## src/hdl/crq_pkg.sv

```systemverilog
package crq_pkg;

   localparam int QUEUE_FRAMES = 8;
   localparam int MAX_BEATS    = 8;

   localparam int SLOT_W  = $clog2(QUEUE_FRAMES);
   localparam int FILL_W  = $clog2(QUEUE_FRAMES + 1);
   localparam int BEAT_W  = (MAX_BEATS > 1) ? $clog2(MAX_BEATS) : 1;
   localparam int PBEAT_W = $clog2(MAX_BEATS + 1);
   localparam int WORDS   = QUEUE_FRAMES * MAX_BEATS;
   localparam int ADDR_W  = $clog2(WORDS);
   localparam int LEN_MAX = MAX_BEATS * 8;

   // command queue between front and back
   localparam int CMDQ_DEPTH = 2;
   localparam int CMDQ_PTR_W = $clog2(CMDQ_DEPTH);
   localparam int CMDQ_CNT_W = $clog2(CMDQ_DEPTH + 1);

   localparam logic [1:0] CMD_PUSH    = 2'd0;
   localparam logic [1:0] CMD_POP     = 2'd1;
   localparam logic [1:0] CMD_BUS_OFF = 2'd2;

   localparam logic [2:0] KIND_BEAT    = 3'd0;
   localparam logic [2:0] KIND_EMPTY   = 3'd1;
   localparam logic [2:0] KIND_STORED  = 3'd2;
   localparam logic [2:0] KIND_DROPPED = 3'd3;
   localparam logic [2:0] KIND_STATUS  = 3'd4;

   localparam logic [1:0] OP_PUSH   = 2'd0;
   localparam logic [1:0] OP_POP    = 2'd1;
   localparam logic [1:0] OP_STATUS = 2'd2;

   typedef struct packed {
      logic [1:0]  cmd;
      logic [10:0] frame_id;
      logic [3:0]  dlc_code;
      logic [63:0] data_word;
      logic        first_beat;
      logic        last_beat;
   } in_item_type;

   typedef struct packed {
      logic [2:0]  kind;
      logic [10:0] out_id;
      logic [6:0]  out_length;
      logic [63:0] out_word;
      logic [2:0]  beat_number;
      logic        is_last;
      logic [31:0] dropped_total;
      logic        bus_off_flag;
      logic [3:0]  frames_waiting;
   } out_item_type;

   typedef struct packed {
      logic [1:0]  op;
      logic        set_bus_off;
      logic [10:0] frame_id;
      logic [6:0]  length;
      logic [63:0] data_word;
      logic        first_beat;
      logic        last_beat;
   } cmd_type;

   // CAN FD data length code to payload bytes
   function automatic logic [6:0] dlc_to_bytes(input logic [3:0] dlc);
      logic [6:0] bytes;
      case (dlc)
         4'd0:    bytes = 7'd0;
         4'd1:    bytes = 7'd1;
         4'd2:    bytes = 7'd2;
         4'd3:    bytes = 7'd3;
         4'd4:    bytes = 7'd4;
         4'd5:    bytes = 7'd5;
         4'd6:    bytes = 7'd6;
         4'd7:    bytes = 7'd7;
         4'd8:    bytes = 7'd8;
         4'd9:    bytes = 7'd12;
         4'd10:   bytes = 7'd16;
         4'd11:   bytes = 7'd20;
         4'd12:   bytes = 7'd24;
         4'd13:   bytes = 7'd32;
         4'd14:   bytes = 7'd48;
         default: bytes = 7'd64;
      endcase
      return bytes;
   endfunction

endpackage

```

## src/hdl/can_rx_frame_queue.sv

```systemverilog
// CAN FD receive queue with a saturating drop counter. A transaction is taken
// on a clock edge with start high and busy low; every transaction yields one or
// more results, each shown on rsp_item for exactly one cycle with rsp_strobe
// high. The receiver cannot stall, so it must take every strobed result. A push
// beat, a bus-off event or any other status command is executed when it reaches
// the head of the command queue, and its registered result is shown in the next
// cycle. A pop of a frame first reads the frame header and first word from the
// registered frame memory, then streams one beat per cycle, back to back, with
// the last marked. A pop on an empty queue answers with an empty report. A
// two-entry command queue sits in front of the execution stage, so up to two
// transactions are taken while a long pop is still streaming; busy rises only
// while that queue is full. The bus-off flag is sticky until reset.
module can_rx_frame_queue
   import crq_pkg::*;
(
   input  logic         clock,
   input  logic         reset,
   input  logic         start,
   output logic         busy,
   input  in_item_type  req_item,
   output logic         rsp_strobe,
   output out_item_type rsp_item
);

   logic    head_valid;
   logic    head_take;
   cmd_type head;

   // Front: accept and classify transactions, buffer them in order.
   crq_front u_front (
      .clock      (clock),
      .reset      (reset),
      .start      (start),
      .busy       (busy),
      .req_item   (req_item),
      .head_valid (head_valid),
      .head       (head),
      .head_take  (head_take)
   );

   // Back: hold frame storage, execute one command at a time, drive results.
   crq_back u_back (
      .clock      (clock),
      .reset      (reset),
      .head_valid (head_valid),
      .head       (head),
      .head_take  (head_take),
      .rsp_strobe (rsp_strobe),
      .rsp_item   (rsp_item)
   );

endmodule

```

## src/hdl/crq_front.sv

```systemverilog
module crq_front
   import crq_pkg::*;
(
   input  logic        clock,
   input  logic        reset,
   input  logic        start,
   output logic        busy,
   input  in_item_type req_item,
   output logic        head_valid,
   output cmd_type     head,
   input  logic        head_take
);

   cmd_type                 q_ff [CMDQ_DEPTH];
   logic [CMDQ_PTR_W-1:0]   wr_ptr_ff, wr_ptr_in;
   logic [CMDQ_PTR_W-1:0]   rd_ptr_ff, rd_ptr_in;
   logic [CMDQ_CNT_W-1:0]   count_ff, count_in;
   logic                    accept;
   cmd_type                 entry;
   logic [6:0]              bytes;

   assign busy       = (count_ff == CMDQ_CNT_W'(CMDQ_DEPTH));
   assign accept     = start & ~busy;
   assign head_valid = (count_ff != '0);
   assign head       = q_ff[rd_ptr_ff];

   // classify the transaction and resolve the DLC
   always_comb begin
      bytes = dlc_to_bytes(req_item.dlc_code);
      entry.op          = OP_STATUS;
      entry.set_bus_off = 1'b0;
      entry.frame_id    = req_item.frame_id;
      entry.length      = (bytes > 7'(LEN_MAX)) ? 7'(LEN_MAX) : bytes;
      entry.data_word   = req_item.data_word;
      entry.first_beat  = req_item.first_beat;
      entry.last_beat   = req_item.last_beat;
      case (req_item.cmd)
         CMD_PUSH:    entry.op = OP_PUSH;
         CMD_POP:     entry.op = OP_POP;
         CMD_BUS_OFF: entry.set_bus_off = 1'b1;
         default:     entry.op = OP_STATUS;
      endcase
   end

   always_comb begin
      wr_ptr_in = wr_ptr_ff;
      rd_ptr_in = rd_ptr_ff;
      count_in  = count_ff;
      if (accept) begin
         wr_ptr_in = (wr_ptr_ff == CMDQ_PTR_W'(CMDQ_DEPTH - 1)) ? '0 : wr_ptr_ff + 1'b1;
      end
      if (head_take) begin
         rd_ptr_in = (rd_ptr_ff == CMDQ_PTR_W'(CMDQ_DEPTH - 1)) ? '0 : rd_ptr_ff + 1'b1;
      end
      case ({accept, head_take})
         2'b10:   count_in = count_ff + 1'b1;
         2'b01:   count_in = count_ff - 1'b1;
         default: count_in = count_ff;
      endcase
   end

   always_ff @(posedge clock) begin
      if (accept) begin
         q_ff[wr_ptr_ff] <= entry;
      end
   end

   always_ff @(posedge clock) begin
      if (reset) begin
         wr_ptr_ff <= '0;
         rd_ptr_ff <= '0;
         count_ff  <= '0;
      end else begin
         wr_ptr_ff <= wr_ptr_in;
         rd_ptr_ff <= rd_ptr_in;
         count_ff  <= count_in;
      end
   end

endmodule

```

## src/hdl/crq_back.sv

```systemverilog
module crq_back
   import crq_pkg::*;
(
   input  logic         clock,
   input  logic         reset,
   input  logic         head_valid,
   input  cmd_type      head,
   output logic         head_take,
   output logic         rsp_strobe,
   output out_item_type rsp_item
);

   localparam logic S_IDLE = 1'b0;
   localparam logic S_POP  = 1'b1;

   logic                state_ff, state_in;
   logic [SLOT_W-1:0]   write_slot_ff, write_slot_in;
   logic [SLOT_W-1:0]   read_slot_ff, read_slot_in;
   logic [SLOT_W-1:0]   pop_slot_ff, pop_slot_in;
   logic [FILL_W-1:0]   fill_ff, fill_in;
   logic [PBEAT_W-1:0]  push_beat_ff, push_beat_in;
   logic [BEAT_W-1:0]   beat_ff, beat_in;
   logic                open_ff, open_in;
   logic                discarding_ff, discarding_in;
   logic [31:0]         drop_ff, drop_in;
   logic                bus_off_ff, bus_off_in;
   logic                rsp_strobe_ff, rsp_strobe_in;
   out_item_type        rsp_item_ff, rsp_item_in;

   logic [10:0]         id_mem_ff   [QUEUE_FRAMES];
   logic [6:0]          len_mem_ff  [QUEUE_FRAMES];
   logic [63:0]         word_mem_ff [WORDS];
   logic [10:0]         id_rd_ff;
   logic [6:0]          len_rd_ff;
   logic [63:0]         word_rd_ff;

   logic                meta_we, meta_re;
   logic                word_we, word_re;
   logic [ADDR_W-1:0]   word_waddr, word_raddr;

   function automatic logic [ADDR_W-1:0] word_addr(input logic [SLOT_W-1:0] slot,
                                                   input logic [BEAT_W-1:0] beat);
      return ADDR_W'(ADDR_W'(slot) * ADDR_W'(MAX_BEATS)) + ADDR_W'(beat);
   endfunction

   function automatic logic [SLOT_W-1:0] next_slot(input logic [SLOT_W-1:0] slot);
      return (slot == SLOT_W'(QUEUE_FRAMES - 1)) ? '0 : slot + 1'b1;
   endfunction

   assign rsp_strobe = rsp_strobe_ff;
   assign rsp_item   = rsp_item_ff;

   always_comb begin
      logic               open_v, disc_v;
      logic [PBEAT_W-1:0] pb_v;
      logic [31:0]        drop_v;
      logic [2:0]         kind_v;
      logic [7:0]         sum_v;
      logic [3:0]         beats_v;
      logic               last_v;

      state_in      = state_ff;
      write_slot_in = write_slot_ff;
      read_slot_in  = read_slot_ff;
      pop_slot_in   = pop_slot_ff;
      fill_in       = fill_ff;
      push_beat_in  = push_beat_ff;
      beat_in       = beat_ff;
      open_in       = open_ff;
      discarding_in = discarding_ff;
      drop_in       = drop_ff;
      bus_off_in    = bus_off_ff;
      rsp_strobe_in = 1'b0;
      rsp_item_in   = '0;
      head_take     = 1'b0;
      meta_we       = 1'b0;
      meta_re       = 1'b0;
      word_we       = 1'b0;
      word_re       = 1'b0;
      word_waddr    = word_addr(write_slot_ff, push_beat_ff[BEAT_W-1:0]);
      word_raddr    = word_addr(read_slot_ff, '0);

      open_v  = open_ff;
      disc_v  = discarding_ff;
      pb_v    = push_beat_ff;
      drop_v  = drop_ff;
      kind_v  = KIND_STORED;
      sum_v   = {1'b0, len_rd_ff} + 8'd7;
      beats_v = (sum_v[6:3] == 4'd0) ? 4'd1 : sum_v[6:3];
      last_v  = (4'(beat_ff) + 4'd1 == beats_v);

      case (state_ff)
         S_IDLE: begin
            if (head_valid) begin
               head_take = 1'b1;
               case (head.op)
                  OP_PUSH: begin
                     // a first beat opens a frame, or a discard if the queue is full
                     if (head.first_beat) begin
                        open_v = 1'b1;
                        pb_v   = '0;
                        if (fill_ff >= FILL_W'(QUEUE_FRAMES)) begin
                           disc_v = 1'b1;
                           if (drop_ff != '1) begin
                              drop_v = drop_ff + 32'd1;
                           end
                        end else begin
                           disc_v  = 1'b0;
                           meta_we = 1'b1;
                        end
                     end
                     if (!open_v || disc_v) begin
                        kind_v = KIND_DROPPED;
                     end else begin
                        if (pb_v < PBEAT_W'(MAX_BEATS)) begin
                           word_we    = 1'b1;
                           word_waddr = word_addr(write_slot_ff, pb_v[BEAT_W-1:0]);
                           pb_v       = pb_v + 1'b1;
                        end
                        if (head.last_beat) begin
                           write_slot_in = next_slot(write_slot_ff);
                           fill_in       = fill_ff + 1'b1;
                        end
                     end
                     if (head.last_beat) begin
                        open_v = 1'b0;
                        disc_v = 1'b0;
                        pb_v   = '0;
                     end
                     open_in       = open_v;
                     discarding_in = disc_v;
                     push_beat_in  = pb_v;
                     drop_in       = drop_v;
                     rsp_strobe_in = 1'b1;
                     rsp_item_in.kind           = kind_v;
                     rsp_item_in.is_last        = 1'b1;
                     rsp_item_in.dropped_total  = drop_v;
                     rsp_item_in.bus_off_flag   = bus_off_ff;
                     rsp_item_in.frames_waiting = 4'(fill_in);
                  end
                  OP_POP: begin
                     if (fill_ff == '0) begin
                        rsp_strobe_in = 1'b1;
                        rsp_item_in.kind           = KIND_EMPTY;
                        rsp_item_in.is_last        = 1'b1;
                        rsp_item_in.dropped_total  = drop_ff;
                        rsp_item_in.bus_off_flag   = bus_off_ff;
                        rsp_item_in.frames_waiting = 4'(fill_ff);
                     end else begin
                        // fetch header and first word, beats follow from S_POP
                        meta_re      = 1'b1;
                        word_re      = 1'b1;
                        word_raddr   = word_addr(read_slot_ff, '0);
                        pop_slot_in  = read_slot_ff;
                        read_slot_in = next_slot(read_slot_ff);
                        fill_in      = fill_ff - 1'b1;
                        beat_in      = '0;
                        state_in     = S_POP;
                     end
                  end
                  default: begin
                     if (head.set_bus_off) begin
                        bus_off_in = 1'b1;
                     end
                     rsp_strobe_in = 1'b1;
                     rsp_item_in.kind           = KIND_STATUS;
                     rsp_item_in.is_last        = 1'b1;
                     rsp_item_in.dropped_total  = drop_ff;
                     rsp_item_in.bus_off_flag   = bus_off_in;
                     rsp_item_in.frames_waiting = 4'(fill_ff);
                  end
               endcase
            end
         end
         S_POP: begin
            rsp_strobe_in = 1'b1;
            rsp_item_in.kind           = KIND_BEAT;
            rsp_item_in.out_id         = id_rd_ff;
            rsp_item_in.out_length     = len_rd_ff;
            rsp_item_in.out_word       = word_rd_ff;
            rsp_item_in.beat_number    = 3'(beat_ff);
            rsp_item_in.is_last        = last_v;
            rsp_item_in.dropped_total  = drop_ff;
            rsp_item_in.bus_off_flag   = bus_off_ff;
            rsp_item_in.frames_waiting = 4'(fill_ff);
            if (last_v) begin
               state_in = S_IDLE;
            end else begin
               word_re    = 1'b1;
               word_raddr = word_addr(pop_slot_ff, beat_ff + BEAT_W'(1));
               beat_in    = beat_ff + BEAT_W'(1);
            end
         end
         default: state_in = S_IDLE;
      endcase
   end

   always_ff @(posedge clock) begin
      if (meta_we) begin
         id_mem_ff[write_slot_ff]  <= head.frame_id;
         len_mem_ff[write_slot_ff] <= head.length;
      end
      if (meta_re) begin
         id_rd_ff  <= id_mem_ff[read_slot_ff];
         len_rd_ff <= len_mem_ff[read_slot_ff];
      end
   end

   always_ff @(posedge clock) begin
      if (word_we) begin
         word_mem_ff[word_waddr] <= head.data_word;
      end
      if (word_re) begin
         word_rd_ff <= word_mem_ff[word_raddr];
      end
   end

   always_ff @(posedge clock) begin
      rsp_item_ff <= rsp_item_in;
      pop_slot_ff <= pop_slot_in;
      beat_ff     <= beat_in;
   end

   always_ff @(posedge clock) begin
      if (reset) begin
         state_ff      <= S_IDLE;
         write_slot_ff <= '0;
         read_slot_ff  <= '0;
         fill_ff       <= '0;
         push_beat_ff  <= '0;
         open_ff       <= 1'b0;
         discarding_ff <= 1'b0;
         drop_ff       <= '0;
         bus_off_ff    <= 1'b0;
         rsp_strobe_ff <= 1'b0;
      end else begin
         state_ff      <= state_in;
         write_slot_ff <= write_slot_in;
         read_slot_ff  <= read_slot_in;
         fill_ff       <= fill_in;
         push_beat_ff  <= push_beat_in;
         open_ff       <= open_in;
         discarding_ff <= discarding_in;
         drop_ff       <= drop_in;
         bus_off_ff    <= bus_off_in;
         rsp_strobe_ff <= rsp_strobe_in;
      end
   end

endmodule

```

## config.mk

```make
export PLATFORM = sky130hd
export DESIGN_NAME = can_rx_frame_queue
export DESIGN_NICKNAME = d
export VERILOG_FILES = /design/src/hdl/crq_pkg.sv /design/src/hdl/can_rx_frame_queue.sv /design/src/hdl/crq_front.sv /design/src/hdl/crq_back.sv
export SDC_FILE = /design/constraint.sdc
export NUM_CORES = 2
export LEC_CHECK = 0
export BUFFER_PORTS_ARGS = -buffer_cell sky130_fd_sc_hd__buf_2
export CORE_ASPECT_RATIO = 2
export CORE_MARGIN = 5
export CORE_UTILIZATION = 55
export CTS_CLUSTER_DIAMETER = 50
export DETAILED_ROUTE_END_ITERATION = 6
export PLACE_DENSITY = 0.71
export RECOVER_POWER = 25
export SYNTH_ARGS = -nofsm -noshare
export SYNTH_HDL_FRONTEND = slang
export SYNTH_MEMORY_MAX_BITS = 65536
export SYNTH_SLANG_ARGS = --single-unit
```

## constraint.sdc

```tcl
create_clock -name clock -period 8.5 [get_ports clock]
set_input_delay 0.425 -clock clock [delete_from_list [all_inputs] [get_ports clock]]
set_output_delay 0.425 -clock clock [all_outputs]
set_load 0.05 [all_outputs]
```

==> impl_metrics.ini <==
[run_status]
status = finished, violations left
violations = DRC, capacitance limit, slew limit

[floorplan]
num_rows = 296
die_area_sq_um = 338000
pin_count = 214
die_x_um = 413
start_util_pct = 55.2
chipHeight_um = 817
core_area_sq_um = 324000

[synthesis]
synthFlopType = edfxtp_1
netlist_area_sq_um = 179000
synth.top_cell.area_share_pct = 75.5
syn_nets = 11765
ys_ff_latch = 4684
syn-instance-count = 11667
yosys_warnings = 0
ys_types = 81
synth_area_leaders = edfxtp_1 (75%), o221ai_1 (4.0%), nand2_1 (3.9%)
ys_seq_area_share_pct = 77.5
yosysTopAreaCell = edfxtp_1
avgSynthCellArea_sq_um = 15.3
async_reset_ff_share_pct = 0
synthTopCellsByCount = edfxtp_1 (4,502), nand2_1 (1,837), nand3_1 (859), o221ai_1 (824), clkbuf_1 (551)
synth-edff-count = 4502
synth_most_common_cell = edfxtp_1

[layout]
drive_gt1_share_pct = 9.23
multi_input_area_sq_um = 37100
final_cells = 16456
fillers = 23207
fin_nets = 11898
regArea_sq_um = 139000
syn2layout_area_growth_pct = 11.2
fin_util_pct = 61.4

[setup_path]
arrival_ns = 7.23
end_kind = flop
cp_slowest_cell = dfxtp_1
cp_slowest_stage_delay_ns = 1.38
rrSetupSlack_ns = 1.90
r2r_end = u_back.word_mem_ff[43][39]
crit_path_start_kind = flop
crit_path_max_fanout = 29
crit_chain = mux2_2, nor3_1, nand2_1, inv_1, nand2_1, nor2_1, nand3_1, nor2_4, buf_4
cp.required_ns = 9.13
worstSetupPathType = flop to flop
ff2ff_path_depth = 9
cpMostUsedCell = nand2_1

[cts]
path_clk_slew_ns = 0.07
htreeDepth = 5
cts.sinks = 4684
clock_path_buffers = 4
root_buffer = clkbuf_16
cts_tree = built
cts_setup_buffers = 0
clk_latency_ns = 1.02
cts_buffers = 391

[timing]
clock_skew_ns = 0.0814
tightest_slew_ns = 3.31
final.setup.tns_ns = 0
slew_viol_final = 2096
hold_viol_final = 0
max-slew-margin-rel_pct = -121
post-route-period-util_pct = 77.7
rsz0062_at_grt = no
hold_ws_ns = 0.138
min_period_ns = 6.60
clock.fmax_mhz = 151
setup_viol = 0

[global_route]
grt_pass1_vias = 112814
grt_max_degree = 189
grt_first_pass_wirelength_mm = 807
grt_overflow = 0
grt_use_total_pct = 33.4
antenna_found_initial = 21

[placed_design]
place_inst = 15643
dp_hpwl_mm = 312
gp_congestion = 0.896
portBuffers = 213

[pwr]
leakage_nw = 62.1
p_total_mw = 50.3
power_density_nw_per_um2 = 253
ir_drop_mv = 0.312

[drt]
wirelength_mm = 575
drt_first_pass_iters = 7
ant_nets = 0
vias = 114590
post_drt_wl_per_cell_um = 34.9
drt_iter0_drc = 16654
via_per_inst = 6.96
drc = 1

[worst_hold_path]
hold_path.class = input pin to flop
min_from = reset
whs_path_depth = 2

[job]
drv_cap = 36
logic make-up after synthesis:
| logic type | after synthesis | share of synthesized area [%] |
|---|---|---|
| AOI/OAI and AO/OA | 2404 | 9.41 |
| muxes | 480 | 3.05 |
| and+or+nand+nor | 3165 | 7.68 |
| DFF | 4684 | 77.5 |
| xor gates and xnor gates | 30 | 0.147 |
| adders and majority gates | 12 | 0.0838 |
| buffers and inverters | 892 | 2.10 |
critical path, delay by kind of cell, from the launching register on:
family / cells / cell delay, ns
DFF: 1 / 1.38
buffers and inverters: 2 / 1.19
muxes: 1 / 0.48
and+or+nand+nor: 6 / 3.13
worst max path at each step:
stage                     slack, ns                          to  cells past startpoint
final                          1.90  u_back.word_mem_ff[43][39]                      9
after global routing           1.62       u_back.word_rd_ff[35]                     11
after CTS                      2.80        u_back.word_rd_ff[2]                     11
after detailed placement       2.85        u_back.word_rd_ff[3]                      9
after global placement         2.79  u_back.word_mem_ff[36][34]                      9
after floorplan                3.08  u_back.word_mem_ff[43][10]                     10
routing by layer:
| metal | routed length [um] | up-vias | global-route usage (%) | share of wire [%] |
|---|---|---|---|---|
| met5 | 68 | - | 0 | 0.012 |
| met4 | 58300 | 12 | 26.3 | 10 |
| met3 | 65200 | 2385 | 7.02 | 11 |
| met2 | 274000 | 8971 | 53.9 | 48 |
| met1 | 177000 | 56962 | 38.8 | 31 |
| li1 | - | 46260 | - | - |
per-stage QoR:
stage	cell area, sq um	worst slack, ns
2_1_floorplan	179000	3.08
3_3_place_gp	186000	2.79
3_5_place_dp	186000	2.85
4_1_cts	199000	2.80
5_1_grt	199000	1.62
6_report	199000	1.90
registers in the layout, indices dropped and copies added (netlist names), 2 cells and up, named ones only:
register and cells:
u_back.word_mem_ff 4096, u_front.q_ff 174, u_back.rsp_item 126, u_back.id_mem_ff 88
u_back.word_rd_ff 64, u_back.len_mem_ff 56, u_back.drop_ff 32, u_back.id_rd_ff 11
u_back.len_rd_ff 7, u_back.fill_ff 4, u_back.push_beat_ff 4, u_back.beat_ff 3
u_back.pop_slot_ff 3, u_back.read_slot_ff 3, u_back.write_slot_ff 3, u_front.count_ff 2
where the power goes:
part,internal (mW),switching [mW],leakage [nW]
registers,27.4,0.140,42.0
clock network,10.0,8.30,6.27
logic,0.793,3.62,13.8
total,38.2,12.1,62.1
layout make-up:
| type | instances | share of cell area, % |
|---|---|---|
| Clock inverter | 233 | 1.25 |
| Sequential cell | 4684 | 69.7 |
| Antenna cell | 22 | 0.0277 |
| Multi-Input combinational cell | 6091 | 18.7 |
| Clock buffer | 473 | 5.19 |
| Inverter | 21 | 0.0434 |
| Timing Repair Buffer | 611 | 2.38 |
| Tap cell | 4321 | 2.72 |
what timing repair did:
item	CTS	global route
resized for setup	0	0
endpoints found under the hold margin	175	0
hold buffers	85	0
layout by cell type, fill, tap and decap left out, drive strengths merged, types with 18 or more instances in the layout:
| cell type | instances |
|---|---|
| a221oi | 55 |
| or4 | 46 |
| nand2 | 1839 |
| clkinv | 158 |
| dfxtp | 182 |
| mux2 | 89 |
| bufinv | 42 |
| a31oi | 426 |
| nor3 | 36 |
| edfxtp | 4502 |
| diode | 22 |
| or3 | 21 |
| o22ai | 249 |
| a211oi | 27 |
| nor2 | 176 |
| a21oi | 456 |
| and3 | 25 |
| a22oi | 43 |
| clkbuf | 692 |
| mux2i | 347 |
| dlygate4sd3 | 85 |
| o211ai | 18 |
| and2 | 93 |
| mux4 | 44 |
| inv | 38 |
| o221ai | 824 |
| o21ai | 205 |
| buf | 307 |
| a32oi | 24 |
| nand3 | 860 |
(Power assumes the default switching activity.)
